===== config.mk =====
export PLATFORM = sky130hd
export DESIGN_NAME = adts_frame_deframer_flat
export DESIGN_NICKNAME = d
export VERILOG_FILES = /design/src/hw/rtl/adts_pkg.sv /design/src/hw/rtl/adts_if.sv /design/src/hw/rtl/adts_frame_deframer.sv /design/src/flat_wrapper.sv
export SDC_FILE = /design/constraint.sdc
export NUM_CORES = 1
export LEC_CHECK = 0
export BUFFER_PORTS_ARGS = -buffer_cell sky130_fd_sc_hd__buf_4
export CELL_PAD_IN_SITES_DETAIL_PLACEMENT = 0
export CELL_PAD_IN_SITES_GLOBAL_PLACEMENT = 2
export CORE_AREA = 2 2 129 131
export CTS_CLUSTER_SIZE = 8
export DETAILED_ROUTE_END_ITERATION = 12
export DIE_AREA = 0 0 131 133
export GPL_ROUTABILITY_DRIVEN = 0
export PLACE_DENSITY_LB_ADDON = 0.1
export SLEW_MARGIN = 5
export SYNTH_ARGS = -nofsm -noshare
export SYNTH_HDL_FRONTEND = slang
export SYNTH_SLANG_ARGS = --single-unit
export TNS_END_PERCENT = 100

===== constraint.sdc =====
create_clock -name clk -period 6 [get_ports clk]
set_input_delay 0.6 -clock clk [delete_from_list [all_inputs] [get_ports clk]]
set_output_delay 0.6 -clock clk [all_outputs]
set_load 0.02 [all_outputs]

===== src/hw/rtl/adts_pkg.sv =====
// ----------------------------------------------------------------------------
// ADTS deframer package
// Shared widths, constants, phase type and the sample rate lookup.
// ----------------------------------------------------------------------------
package adts_pkg;

    localparam int BYTE_W       = 8;
    localparam int LEN_W        = 13;
    localparam int RATE_W       = 17;
    localparam int HEADER_BYTES = 7;

    localparam logic [BYTE_W-1:0] SYNC_BYTE   = 8'hFF;
    localparam logic [BYTE_W-1:0] SYNC_MASK   = 8'hF0;
    localparam logic [LEN_W-1:0]  MAX_LEN_RST = 13'd518;
    localparam logic [LEN_W-1:0]  FIRST_BODY  = 13'd2;
    localparam logic [LEN_W-1:0]  LAST_HDR    = 13'd6;

    typedef enum logic [1:0] {
        PH_HUNT,
        PH_FRAME
    } phase_t;

    typedef struct packed {
        logic [BYTE_W-1:0] out_byte;
        logic              frame_start;
        logic              frame_end;
        logic              length_error;
        logic [1:0]        profile;
        logic [3:0]        rate_index;
        logic [RATE_W-1:0] sample_rate;
        logic [2:0]        channels;
        logic              crc_absent;
        logic [LEN_W-1:0]  frame_length;
        logic [10:0]       buffer_fullness;
        logic [1:0]        raw_blocks;
    } result_t;

    function automatic logic [RATE_W-1:0] rate_of(input logic [3:0] idx);
        logic [RATE_W-1:0] r;
        case (idx)
            4'd0:    r = 17'd96000;
            4'd1:    r = 17'd88200;
            4'd2:    r = 17'd64000;
            4'd3:    r = 17'd48000;
            4'd4:    r = 17'd44100;
            4'd5:    r = 17'd32000;
            4'd6:    r = 17'd24000;
            4'd7:    r = 17'd22050;
            4'd8:    r = 17'd16000;
            4'd9:    r = 17'd12000;
            4'd10:   r = 17'd11025;
            4'd11:   r = 17'd8000;
            default: r = '0;
        endcase
        return r;
    endfunction

endpackage


===== src/hw/rtl/adts_if.sv =====
// ----------------------------------------------------------------------------
// ADTS deframer channels
// Byte stream, result and configuration channels with valid/ready.
// ----------------------------------------------------------------------------
interface adts_stream_if;
    import adts_pkg::*;
    logic              valid;
    logic              ready;
    logic [BYTE_W-1:0] in_byte;
    modport source  (output valid, in_byte, input ready);
    modport sink    (input valid, in_byte, output ready);
    modport monitor (input valid, ready, in_byte);
endinterface

interface adts_result_if;
    import adts_pkg::*;
    logic              valid;
    logic              ready;
    logic [BYTE_W-1:0] out_byte;
    logic              frame_start;
    logic              frame_end;
    logic              length_error;
    logic [1:0]        profile;
    logic [3:0]        rate_index;
    logic [RATE_W-1:0] sample_rate;
    logic [2:0]        channels;
    logic              crc_absent;
    logic [LEN_W-1:0]  frame_length;
    logic [10:0]       buffer_fullness;
    logic [1:0]        raw_blocks;
    modport source (output valid, out_byte, frame_start, frame_end, length_error, profile,
                    rate_index, sample_rate, channels, crc_absent, frame_length,
                    buffer_fullness, raw_blocks, input ready);
    modport sink   (input valid, out_byte, frame_start, frame_end, length_error, profile,
                    rate_index, sample_rate, channels, crc_absent, frame_length,
                    buffer_fullness, raw_blocks, output ready);
    modport monitor (input valid, ready, out_byte, frame_start, frame_end, length_error,
                     profile, rate_index, sample_rate, channels, crc_absent, frame_length,
                     buffer_fullness, raw_blocks);
endinterface

interface adts_cfg_if;
    import adts_pkg::*;
    logic             valid;
    logic             ready;
    logic [LEN_W-1:0] max_frame_length;
    modport source  (output valid, max_frame_length, input ready);
    modport sink    (input valid, max_frame_length, output ready);
    modport monitor (input valid, ready, max_frame_length);
endinterface


===== src/hw/rtl/adts_frame_deframer.sv =====
// ----------------------------------------------------------------------------
// ADTS frame deframer
// Hunts for the 0xFFF syncword, passes each frame through with start/end
// marks and presents the decoded header fields on the last word.
// ----------------------------------------------------------------------------
//  channel  | dir | payload                     | note
//  stream   | in  | in_byte                     | one stream word per accept
//  result   | out | out_byte, marks, header     | one word later than input
//  cfg      | in  | max_frame_length            | always ready
//
//  One word per cycle unless stalled: state and result register in one pass.
//  A frame word leaves on the accept of the following word.
//  Reset: hunting, max_frame_length = 518, result empty.
//  stream.ready drops only while a held result is not taken.
// ----------------------------------------------------------------------------
module adts_frame_deframer (
    input  logic            clk,
    input  logic            rst_n,
    adts_stream_if.sink     stream,
    adts_result_if.source   result,
    adts_cfg_if.sink        cfg
);
    import adts_pkg::*;

    phase_t            phase_reg, phase_next;
    logic [BYTE_W-1:0] last_byte_reg, last_byte_next;
    logic [LEN_W-1:0]  byte_count_reg, byte_count_next;
    logic [LEN_W-1:0]  total_length_reg, total_length_next;
    logic [LEN_W-1:0]  max_len_reg;
    logic [BYTE_W-1:0] hdr_reg [1:6];
    logic              res_valid_reg;
    result_t           res_reg, res_next;

    logic              accept;
    logic              emit;
    logic              hdr_we;
    logic [2:0]        hdr_idx;
    logic [BYTE_W-1:0] b;
    logic [BYTE_W-1:0] h6;
    logic [LEN_W-1:0]  dec_len;
    logic              put_fields;

    assign stream.ready = !res_valid_reg || result.ready;
    assign accept       = stream.valid && stream.ready;
    assign cfg.ready    = 1'b1;
    assign b            = stream.in_byte;

    assign dec_len = {hdr_reg[3][1:0], hdr_reg[4], hdr_reg[5][7:5]};
    assign h6      = (byte_count_reg == LAST_HDR) ? b : hdr_reg[6];

    always_comb
    begin
        phase_next        = phase_reg;
        last_byte_next    = last_byte_reg;
        byte_count_next   = byte_count_reg;
        total_length_next = total_length_reg;
        emit              = 1'b0;
        hdr_we            = 1'b0;
        hdr_idx           = byte_count_reg[2:0];
        put_fields        = 1'b0;
        res_next          = '0;
        if (accept)
        begin
            last_byte_next = b;
            case (phase_reg)
                PH_FRAME:
                begin
                    emit              = 1'b1;
                    res_next.out_byte = last_byte_reg;
                    hdr_we            = (byte_count_reg < 13'(HEADER_BYTES));
                    byte_count_next   = byte_count_reg + 13'd1;
                    if (byte_count_reg == LAST_HDR)
                    begin
                        total_length_next = dec_len;
                        if (dec_len < 13'(HEADER_BYTES) || dec_len > max_len_reg)
                        begin
                            res_next.frame_end    = 1'b1;
                            res_next.length_error = 1'b1;
                            put_fields            = 1'b1;
                            phase_next            = PH_HUNT;
                            byte_count_next       = '0;
                        end
                    end
                    else if (byte_count_reg >= 13'(HEADER_BYTES) &&
                             byte_count_reg >= total_length_reg)
                    begin
                        res_next.frame_end = 1'b1;
                        put_fields         = 1'b1;
                        phase_next         = PH_HUNT;
                        byte_count_next    = '0;
                    end
                end
                default:
                begin
                    if (last_byte_reg == SYNC_BYTE && (b & SYNC_MASK) == SYNC_MASK)
                    begin
                        emit                 = 1'b1;
                        hdr_we               = 1'b1;
                        hdr_idx              = 3'd1;
                        res_next.out_byte    = SYNC_BYTE;
                        res_next.frame_start = 1'b1;
                        byte_count_next      = FIRST_BODY;
                        phase_next           = PH_FRAME;
                    end
                end
            endcase
        end
        if (put_fields)
        begin
            res_next.profile         = hdr_reg[2][7:6];
            res_next.rate_index      = hdr_reg[2][5:2];
            res_next.sample_rate     = rate_of(hdr_reg[2][5:2]);
            res_next.channels        = {hdr_reg[2][0], hdr_reg[3][7:6]};
            res_next.crc_absent      = hdr_reg[1][0];
            res_next.frame_length    = dec_len;
            res_next.buffer_fullness = {hdr_reg[5][4:0], h6[7:2]};
            res_next.raw_blocks      = h6[1:0];
        end
    end

    always_ff @(posedge clk or negedge rst_n)
    begin
        if (!rst_n)
        begin
            phase_reg        <= PH_HUNT;
            last_byte_reg    <= '0;
            byte_count_reg   <= '0;
            total_length_reg <= '0;
            max_len_reg      <= MAX_LEN_RST;
            res_valid_reg    <= 1'b0;
        end
        else
        begin
            phase_reg        <= phase_next;
            last_byte_reg    <= last_byte_next;
            byte_count_reg   <= byte_count_next;
            total_length_reg <= total_length_next;
            if (cfg.valid)
            begin
                max_len_reg <= cfg.max_frame_length;
            end
            if (accept)
            begin
                res_valid_reg <= emit;
            end
            else if (result.ready)
            begin
                res_valid_reg <= 1'b0;
            end
        end
    end

    // header store and result payload: no reset
    always_ff @(posedge clk)
    begin
        for (int k = 1; k <= 6; k++)
        begin
            if (hdr_we && hdr_idx == 3'(k))
            begin
                hdr_reg[k] <= b;
            end
        end
        if (accept && emit)
        begin
            res_reg <= res_next;
        end
    end

    assign result.valid           = res_valid_reg;
    assign result.out_byte        = res_reg.out_byte;
    assign result.frame_start     = res_reg.frame_start;
    assign result.frame_end       = res_reg.frame_end;
    assign result.length_error    = res_reg.length_error;
    assign result.profile         = res_reg.profile;
    assign result.rate_index      = res_reg.rate_index;
    assign result.sample_rate     = res_reg.sample_rate;
    assign result.channels        = res_reg.channels;
    assign result.crc_absent      = res_reg.crc_absent;
    assign result.frame_length    = res_reg.frame_length;
    assign result.buffer_fullness = res_reg.buffer_fullness;
    assign result.raw_blocks      = res_reg.raw_blocks;

endmodule


===== src/flat_wrapper.sv =====
// flat-port wrapper written by rule: the top's interface ports become plain ports
module adts_frame_deframer_flat import adts_pkg::*;
  (clk, rst_n, stream_valid, stream_in_byte, stream_ready, result_valid, result_out_byte, result_frame_start, result_frame_end, result_length_error, result_profile, result_rate_index, result_sample_rate, result_channels, result_crc_absent, result_frame_length, result_buffer_fullness, result_raw_blocks, result_ready, cfg_valid, cfg_max_frame_length, cfg_ready);
  adts_stream_if stream_i ();
  adts_result_if result_i ();
  adts_cfg_if cfg_i ();
  input  logic clk;
  input  logic rst_n;
  input wire logic [$bits(stream_i.valid)-1:0] stream_valid;
  input wire logic [$bits(stream_i.in_byte)-1:0] stream_in_byte;
  output wire logic [$bits(stream_i.ready)-1:0] stream_ready;
  output wire logic [$bits(result_i.valid)-1:0] result_valid;
  output wire logic [$bits(result_i.out_byte)-1:0] result_out_byte;
  output wire logic [$bits(result_i.frame_start)-1:0] result_frame_start;
  output wire logic [$bits(result_i.frame_end)-1:0] result_frame_end;
  output wire logic [$bits(result_i.length_error)-1:0] result_length_error;
  output wire logic [$bits(result_i.profile)-1:0] result_profile;
  output wire logic [$bits(result_i.rate_index)-1:0] result_rate_index;
  output wire logic [$bits(result_i.sample_rate)-1:0] result_sample_rate;
  output wire logic [$bits(result_i.channels)-1:0] result_channels;
  output wire logic [$bits(result_i.crc_absent)-1:0] result_crc_absent;
  output wire logic [$bits(result_i.frame_length)-1:0] result_frame_length;
  output wire logic [$bits(result_i.buffer_fullness)-1:0] result_buffer_fullness;
  output wire logic [$bits(result_i.raw_blocks)-1:0] result_raw_blocks;
  input wire logic [$bits(result_i.ready)-1:0] result_ready;
  input wire logic [$bits(cfg_i.valid)-1:0] cfg_valid;
  input wire logic [$bits(cfg_i.max_frame_length)-1:0] cfg_max_frame_length;
  output wire logic [$bits(cfg_i.ready)-1:0] cfg_ready;
  assign stream_i.valid = stream_valid;
  assign stream_i.in_byte = stream_in_byte;
  assign stream_ready = stream_i.ready;
  assign result_valid = result_i.valid;
  assign result_out_byte = result_i.out_byte;
  assign result_frame_start = result_i.frame_start;
  assign result_frame_end = result_i.frame_end;
  assign result_length_error = result_i.length_error;
  assign result_profile = result_i.profile;
  assign result_rate_index = result_i.rate_index;
  assign result_sample_rate = result_i.sample_rate;
  assign result_channels = result_i.channels;
  assign result_crc_absent = result_i.crc_absent;
  assign result_frame_length = result_i.frame_length;
  assign result_buffer_fullness = result_i.buffer_fullness;
  assign result_raw_blocks = result_i.raw_blocks;
  assign result_i.ready = result_ready;
  assign cfg_i.valid = cfg_valid;
  assign cfg_i.max_frame_length = cfg_max_frame_length;
  assign cfg_ready = cfg_i.ready;
  adts_frame_deframer u_core (.clk(clk), .rst_n(rst_n), .stream(stream_i), .result(result_i), .cfg(cfg_i));
endmodule

== Word-level counts from Yosys, hierarchy flattened ==
Memory sizes are Yosys's and may differ from the RTL's. A register that Yosys moved wholly into a read port is not among the register bits.
Index checks and enable logic that the tools add are counted.
Word-level totals
  bits in registers: 94
  memories kept: 2
  bits in read-only memories: 272
  bits in writable memories: 48
  output and inout bits: 67
  input bits: 26
Memories
  (name not given): words 16, bits a word 17, rd ports 1, clocked after Yosys merged registers in 1, wr ports 0, RTL line adts_pkg.sv:40  | case (idx)
  u_core.hdr_reg: words 6, bits a word 8, rd ports 6, clocked after Yosys merged registers in 2, wr ports 1, RTL line adts_frame_deframer.sv:30  | logic [BYTE_W-1:0] hdr_reg [1:6];
Cells by class
  bitwise gates (word level): 1
  equality and inequality tests: 12
  magnitude comparators: 5
  reduce and logical (&&, ||, !) cells: 28
  add/sub/neg operators: 1
  mux-type cells: 57
Operators by type and width (number)
  $mux 13: 5
  $mux 8: 7
  $reduce_or 8->1: 5
  $mux 1: 30
  $lt 13x3->1 const B: 2
  $mux 3: 8
  $add 13x1->13 const B: 1
  $eq 13x3->1 const B: 1
  $ge 13x13->1: 1
  $ge 13x3->1 const B: 1
  $gt 13x13->1: 1
  $mux 2: 6
  $logic_and 1x1->1: 10
  $eq 3x3->1 const B: 3
  $mux 9: 1
  $eq 8x8->1 const B: 1
  $eq 3x2->1 const B: 2
  $eq 4x4->1 const B: 1
  $logic_not 1->1: 4
  $reduce_and 2->1: 2
  $reduce_and 4->1: 1
  $reduce_bool 2->1: 2
  $eq 3x1->1 const B: 1
  $ne 3x1->1 const B: 1
  6 further kinds: 7

== Logic depth before layout (Yosys ltp) ==
Gate-level depths: netlist (run 1).
  word-level depth: 15
  gate-level depth with buffers: 13
  gate-level depth less buffers: 10

== Worst setup path before layout (run 1) ==
Ideal clock, no wire load.
  path type: in2reg
  start: input result_ready
  end: register u_core.byte_count_reg[2]
  slack: 2453 ps
  setup time: 118 ps
  cell stages on the path: 7
  path buffers: 1
  data arrival time: 3428 ps
  cells stage by stage: nand2b_1 clkbuf_1 nand2_1 o21bai_1 inv_1 o21ai_0 a21o_1
On the way
  word-level cells in the longest chain between the ends: 3
RTL lines
  start, declared: RTL line flat_wrapper.sv:25  | input wire logic [$bits(result_i.ready)-1:0] result_ready;
  $logic_or 1x1->1: RTL line adts_frame_deframer.sv:43  | assign stream.ready = !res_valid_reg || result.ready;
  named net stream_ready: RTL line flat_wrapper.sv:11  | output wire logic [$bits(stream_i.ready)-1:0] stream_ready;
  $logic_and 1x1->1: RTL line adts_frame_deframer.sv:44  | assign accept = stream.valid && stream.ready;
  $reduce_and 2->1 (no source line)
  end signal, assigned: RTL line adts_frame_deframer.sv:136  | byte_count_reg <= byte_count_next;
  end, declared: RTL line adts_frame_deframer.sv:27  | logic [LEN_W-1:0] byte_count_reg, byte_count_next;
The timed path passes the listed nets, and every way through them passes these cells.
A chain may end at the register's enable or synchronous reset.

== Worst setup path after layout (run 1) ==
  start: register u_core.max_len_reg[1]
  end: register u_core.byte_count_reg[5]
On the way
  word-level cells in the longest chain between the ends: 5
RTL lines
  start, declared: RTL line adts_frame_deframer.sv:29  | logic [LEN_W-1:0] max_len_reg;
  start signal, assigned: RTL line adts_frame_deframer.sv:140  | max_len_reg <= cfg.max_frame_length;
  $gt 13x13->1: RTL line adts_frame_deframer.sv:75  | if (dec_len < 13'(HEADER_BYTES) || dec_len > max_len_reg)
  $logic_or 1x1->1: RTL line adts_frame_deframer.sv:75
  $mux 13: RTL line adts_frame_deframer.sv:75
  $mux 13: RTL line adts_frame_deframer.sv:72  | if (byte_count_reg == LAST_HDR)
  $mux 13: RTL line adts_frame_deframer.sv:65  | case (phase_reg)
Every way passes these cells.

==> flow_metrics.env, run 1 <==
export IMPL_status="finished clean"
export IMPL_ant_nets=0
export IMPL_portBuffers=91
export IMPL_postCtsResizedCells=0
export IMPL_fin_nets=662
export IMPL_r2r_start="u_core.max_len_reg[1]$_DFFE_PN1P_"
export IMPL_required_ns=6.36
export IMPL_crit_fanout=20
export IMPL_p_leak_uw=0.00357
export IMPL_ir_worst_vdd_uv=197
export IMPL_rsz0062_at_grt="no"
export IMPL_finalHoldViolCount=0
export IMPL_cts_tree="done"
export IMPL_end_kind="register"
export IMPL_period_minus_slack_ns=2.97
export IMPL_yosysWarningCount=0
export IMPL_htree_levels=4
export IMPL_crit_type="reg -> reg"
export IMPL_coreArea_um2=16200
export IMPL_tightestPinTransition_ns=1.20
export IMPL_crit_family="simple AND/OR/NAND/NOR gates"
export IMPL_yosysSeqAreaShare_pct=62.8
export IMPL_largest_register_ffs=36
export IMPL_synth_net_count=572
export IMPL_p_per_area_nw_per_um2=274
export IMPL_arrival_ns=3.32
export IMPL_clock_skew_ns=0.0100
export IMPL_cts_reportedPaths_clkPinSlew_ns=0.06
export IMPL_relSlewSlack_pct=19.7
export IMPL_area_growth_pct=21.4
export IMPL_ys_ff_latch=148
export IMPL_clk_latency_ns=0.42
export IMPL_dp_final_hpwl_um=9750
export IMPL_maxCapViolations=0
export IMPL_startpoint="u_core.max_len_reg[1]$_DFFE_PN1P_"
export IMPL_netlist_area_um2=6570
export IMPL_antenna_found_initial=0
export IMPL_grt_pass1_wl_um=22300
export IMPL_ios=93
export IMPL_diodes=0
export IMPL_hold_path_class="in -> async"
export IMPL_dpl_instance_area_um2=7420
export IMPL_start_util_pct=40.6
export IMPL_finalSetupTns_ns=0
export IMPL_fp_row_count=47
export IMPL_via_per_inst=5.03
export IMPL_stdcell_area_um2=7980
export IMPL_routed_wl_um=14300
export IMPL_syn_area_per_cell_um2=12.8
export IMPL_worst_setup_path_start_kind="register"
export IMPL_setup_violations_final=0
export IMPL_cts_sinks=148
export IMPL_period_share_pct=49.5
export IMPL_drc=0
export IMPL_cts_root_buf="clkbuf_16"
export IMPL_die_h_um=133
export IMPL_cpPeakStageDelay_ns=0.62
export IMPL_clock_fmax_mhz=337
export IMPL_ctsHoldBuffers=0
export IMPL_synth_edf_count=91
export IMPL_rrSetupSlack_ns=3.03
export IMPL_num_vias=4202
export IMPL_slowest_stage="nand3_1"
export IMPL_overflow=0
export IMPL_first_pass_iters=4
export IMPL_ys_types=57
export IMPL_syn_inst=512
export IMPL_clock_path_buffers=2
export IMPL_slew_viol_final=0
export IMPL_initialDrtViolationCount=227
export IMPL_synthFlopType="edfxtp_1"
export IMPL_r2r_cells=9
export IMPL_grtUsageTotal_pct=17.1
export IMPL_numCtsBuffers=17
export IMPL_die_x_um=131
export IMPL_cp_num_buf_inv=1
export IMPL_drive_gt1_share_pct=26.8
export IMPL_grt_pass1_vias=4179
export IMPL_async_flop_share_pct=33.1
export IMPL_die_area_um2=17400
export IMPL_avgRoutedWirePerCell_um=17.1
export IMPL_r2r_end="u_core.byte_count_reg[5]$_DFFE_PN0P_"
export IMPL_post_cts_setup_buffers=0
export IMPL_grt_start_max_net_pins=65
export IMPL_path_cells="inv_1 > ha_1 > nor2b_1 > o21bai_1 > a311oi_1 > o31ai_2 > nand3_1 > nor4_1 > a21o_1"
-- power by group --
group	leakage [uW]	internal (uW)	switching, uW
Sequential	0.00168	1090	12.2
Combinational	0.00163	34.1	44.3
Clock	0.000264	583	415
Total	0.00357	1710	472
-- placed cells by master (no fill, tap or decap), types with 2 or more instances in the layout --
cell type,count
buf_4,93
edfxtp_1,91
dfrtp_1,46
nand2_1,36
ha_1,34
and2_1,32
inv_1,30
o21ai_0,28
nor2_1,26
mux2_2,26
clkbuf_16,17
nand3_1,14
a21oi_1,13
a21o_1,13
nor4_1,8
and3_1,8
dfxtp_1,8
nor3_1,7
nand4_1,7
nor2b_1,6
a211o_1,5
nand2b_1,4
nor3b_1,4
o21bai_1,3
mux2_1,3
a211oi_1,3
clkbuf_1,3
inv_6,3
clkinvlp_4,3
clkinv_2,3
dfstp_2,3
o21a_1,2
and4_1,2
a31oi_1,2
nand2_2,2
xnor2_1,2
o311a_1,2
-- logic make-up (layout without fill, tap and decap cells) --
family / Yosys count / count (layout) / synth area share (%)
AOI/OAI and AO/OA: 81 / 81 / 8.40
and+or+nand+nor: 162 / 162 / 13.2
xor gates and xnor gates: 2 / 2 / 0.267
DFF: 148 / 148 / 62.8
adders and majority gates: 34 / 34 / 6.48
muxes: 30 / 30 / 5.12
buffers and inverters: 54 / 157 / 3.68
other: 1 / 1 / 0.0571
-- cell usage after synthesis, types with 3 or more instances --
| library cell | n | area, um2 |
|---|---|---|
| a211oi_1 | 3 | 22.5 |
| inv_1 | 31 | 116 |
| o21ai_0 | 28 | 140 |
| a211o_1 | 5 | 43.8 |
| nor3b_1 | 4 | 30.0 |
| nor2_1 | 26 | 97.6 |
| nand4_1 | 7 | 43.8 |
| nand3_1 | 14 | 70.1 |
| nor3_1 | 7 | 35.0 |
| dfrtp_1 | 46 | 1150 |
| nand2b_1 | 4 | 25.0 |
| dfstp_2 | 3 | 78.8 |
| nor2b_1 | 6 | 37.5 |
| ha_1 | 34 | 425 |
| and3_1 | 8 | 50.1 |
| buf_4 | 3 | 22.5 |
| and2_1 | 32 | 200 |
| nand2_1 | 36 | 135 |
| edfxtp_1 | 91 | 2730 |
| dfxtp_1 | 8 | 160 |
| a21oi_1 | 13 | 65.1 |
| clkbuf_1 | 11 | 41.3 |
| mux2_1 | 3 | 33.8 |
| a21o_1 | 13 | 97.6 |
| mux2_2 | 26 | 293 |
| o21bai_1 | 3 | 22.5 |
| nor4_1 | 8 | 50.1 |
| buf_2 | 4 | 20.0 |
-- per-stage QoR --
stage / utilization [%] / instances / total power, uW / hold WS (ns) / worst slack (ns)
after floorplan: - / 512 / 1170 / 0.304 / 2.45
after global placement: 45.9 / 803 / 1200 / 0.450 / 3.04
after detailed placement: 45.9 / 803 / 1210 / 0.456 / 2.98
after CTS: 49.3 / 835 / 2210 / 0.246 / 3.05
after global routing: 49.3 / 835 / 2250 / 0.279 / 2.75
final: 49.3 / 835 / 2180 / 0.217 / 3.03
-- worst max path at each step --
stage / end / slack (ns) / depth (start not counted)
final: u_core.byte_count_reg[5]$_DFFE_PN0P_ / 3.03 / 9
after global routing: u_core.byte_count_reg[8]$_DFFE_PN0P_ / 2.75 / 9
after CTS: u_core.byte_count_reg[5]$_DFFE_PN0P_ / 3.05 / 9
after detailed placement: u_core.result.sample_rate[8]$_SDFFCE_PP0P_ / 2.98 / 6
after global placement: u_core.result.sample_rate[8]$_SDFFCE_PP0P_ / 3.04 / 6
after floorplan: u_core.byte_count_reg[2]$_DFFE_PN0P_ / 2.45 / 7
-- metal layers --
metal	up-vias	track usage, %	wire, um
met1	2068	23.6	6700
met4	0	6.86	297
li1	2023	-	-
met5	-	0	0
met2	91	26.4	6760
met3	20	3.44	552
-- area by class of cell --
| class | count | area [um2] |
|---|---|---|
| multi-input cells | 310 | 2200 |
| clock inverters | 11 | 103 |
| flip-flops and latches | 148 | 4120 |
| repair buffers | 93 | 698 |
| fillers | 1441 | 8200 |
| inverters | 32 | 123 |
| well taps | 220 | 275 |
| clock buffers | 21 | 450 |
(Power assumes the default switching activity.)
==> run 2, diff against run 1 <==
- CORE_AREA: 2 2 129 131 -> 2 2 133 135
- DIE_AREA: 0 0 131 133 -> 0 0 135 137
- clock period: 6 -> 2.8 ns (I/O delays scaled with it)
==> run 2 against run 1 <==
  * Register-to-register slack got worse by 2.8 ns
  * Setup slack got worse by 2.8 ns
  * Utilization fell by 1.0 points
  * Fmax rose by 14%
  * Clock power rose by 130%
  * Critical endpoint is now u_core.result.sample_rate[14]$_SDFFCE_PP0P_
==> flow_metrics.env, run 2 (synthesized netlist as in run 1, its figures left out) <==
export IMPL_postCtsResizedCells=0
export IMPL_period_minus_slack_ns=2.60
export IMPL_grtUsageTotal_pct=16.7
export IMPL_numCtsBuffers=17
export IMPL_p_leak_uw=0.00370
export IMPL_finalSetupTns_ns=0
export IMPL_relSlewSlack_pct=54.0
export IMPL_ios=93
export IMPL_fin_nets=686
export IMPL_mostFrequentLayoutCell="buf_4"
export IMPL_grt_start_max_net_pins=50
export IMPL_diodes=0
export IMPL_internal_power_uw=3820
export IMPL_finalHoldViolCount=0
export IMPL_die_h_um=137
export IMPL_avgRoutedWirePerCell_um=16.9
export IMPL_most_common_layout_cells="114 x buf_4, 91 x edfxtp_1, 46 x dfrtp_1, 36 x nand2_1, 34 x ha_1"
export IMPL_rsz0062_at_grt="no"
export IMPL_power_net_switching_uw=1030
export IMPL_maxCapViolations=0
export IMPL_htree_levels=4
export IMPL_die_x_um=135
export IMPL_ctsHoldBuffers=1
export IMPL_clock_fmax_mhz=385
export IMPL_dpl_instance_area_um2=7630
export IMPL_crit_fanout=14
export IMPL_rrSetupSlack_ns=0.20
export IMPL_cts_root_buf="clkbuf_16"
export IMPL_cts_tree="done"
export IMPL_p_per_area_nw_per_um2=588
export IMPL_drc=0
export IMPL_num_vias=4245
export IMPL_first_pass_iters=4
export IMPL_ant_nets=0
export IMPL_clock_path_buffers=2
export IMPL_crit_type="reg -> reg"
export IMPL_stdcell_area_um2=8240
export IMPL_overflow=0
export IMPL_ir_worst_vdd_uv=444
export IMPL_dp_cells=831
export IMPL_die_area_um2=18500
export IMPL_whs_path_depth=3
export IMPL_seq_area_um2=4120
export IMPL_cts_sinks=148
export IMPL_initialDrtViolationCount=178
export IMPL_start_util_pct=38.5
export IMPL_clock_power_share_pct=47.4
export IMPL_setup_violations_final=0
export IMPL_pwr_share_seq_pct=48.7
export IMPL_coreArea_um2=17100
export IMPL_hold_slack_ns=0.0659
export IMPL_status="finished clean"
export IMPL_p_comb_share_pct=3.9
export IMPL_required_ns=3.03
export IMPL_period_share_pct=92.7
export IMPL_arrival_ns=2.82
export IMPL_fp_row_count=48
export IMPL_dp_final_hpwl_um=10300
export IMPL_drive_gt1_share_pct=29.6
export IMPL_area_growth_pct=25.5
export IMPL_end_kind="register"
export IMPL_clock_skew_ns=0.00988
export IMPL_hp_start="cfg_max_frame_length[10]"
export IMPL_switching_share_pct=21.2
export IMPL_largest_register_ffs=36
export IMPL_tightestPinTransition_ns=0.690
export IMPL_via_per_inst=4.91
export IMPL_portBuffers=91
export IMPL_cts_reportedPaths_clkPinSlew_ns=0.06
export IMPL_multi_input_area_um2=2210
export IMPL_clk_latency_ns=0.42
export IMPL_grt_pass1_vias=4139
export IMPL_hold_path_class="in -> reg"
export IMPL_stdcell_count=864
export IMPL_fillers=1590
export IMPL_r2r_end="u_core.result.sample_rate[14]$_SDFFCE_PP0P_"
export IMPL_min_to="u_core.max_len_reg[10]$_DFFE_PN0P_"
export IMPL_worst_setup_path_start_kind="register"
export IMPL_routed_wl_um=14600
export IMPL_post_cts_setup_buffers=0
export IMPL_r2r_cells=11
export IMPL_grt_pass1_wl_um=23000
export IMPL_antenna_found_initial=0
export IMPL_slew_viol_final=0
export IMPL_r2r_start="u_core.max_len_reg[2]$_DFFE_PN1P_"
==> run 2: cell types whose count changed in the layout (fill, tap and decap cells not counted), sizes merged <==
cell,delta
buf,+23
inv,-2
bufinv,+1
clkbuf,+1
clkinv,-1
clkinvlp,+1
dlygate4sd3,+1
==> run 2: power by group through the flow <==
stage	clock, uW	combinational (uW)	sequential (uW)
2_1_floorplan	0	101	2400
3_3_place_gp	0	187	2400
3_5_place_dp	0	192	2400
4_1_cts	2350	193	2360
5_1_grt	2430	213	2360
6_report	2300	189	2360
==> run 2: final cells by class <==
type                       count  area share, %
sequential                   148           50.0
multi-input combinational    310           26.8
timing repair buffer         117           11.0
clock buffer                  22           5.77
tap                          225           3.42
inverter                      32           1.53
clock inverter                10           1.47
==> run 2: metrics by stage <==
stage / util [%] / setup slack, ns / total power (uW)
6_report: 48.3 / 0.205 / 4840
5_1_grt: 48.3 / 0.0629 / 5000
4_1_cts: 48.3 / 0.193 / 4900
2_1_floorplan: - / 0.0694 / 2500
3_5_place_dp: 44.8 / 0.230 / 2590
3_3_place_gp: 44.8 / 0.304 / 2590
==> run 2: worst max path at each step <==
stage / from / end / slack [ns] / cells past startpoint
after floorplan: u_core.result.valid$_DFFE_PN0P_ / u_core.result.buffer_fullness[0]$_SDFFCE_PP0P_ / 0.07 / 5
after global placement: u_core.hdr_reg[4][7]$_DFFE_PP_ / u_core.result.frame_length[11]$_SDFFCE_PP0P_ / 0.30 / 10
after detailed placement: u_core.max_len_reg[2]$_DFFE_PN1P_ / u_core.result.sample_rate[14]$_SDFFCE_PP0P_ / 0.23 / 11
after CTS: u_core.max_len_reg[2]$_DFFE_PN1P_ / u_core.result.sample_rate[14]$_SDFFCE_PP0P_ / 0.19 / 11
after global routing: u_core.max_len_reg[2]$_DFFE_PN1P_ / u_core.result.sample_rate[14]$_SDFFCE_PP0P_ / 0.06 / 11
final: u_core.max_len_reg[2]$_DFFE_PN1P_ / u_core.result.sample_rate[14]$_SDFFCE_PP0P_ / 0.20 / 11
==> run 2: layer usage <==
layer  part of all wire, %  GRT usage [%]  vias up
met5                     0              0        -
met4                   2.6           7.47        0
met3                   4.3           3.78       25
met2                    45           25.4      108
met1                    48           22.8     2042
li1                      -              -     2070
==> run 2: worst max-delay path, stage by stage (launching register included) <==
cell and delay, ns:
dfstp_2 0.51, inv_1 0.05, ha_1 0.28, nand3_1 0.10, o21bai_1 0.17, a311oi_1 0.34
o31ai_2 0.11, buf_4 0.16, nand2_2 0.10, nand2_4 0.07, buf_4 0.22, a2111oi_2 0.29
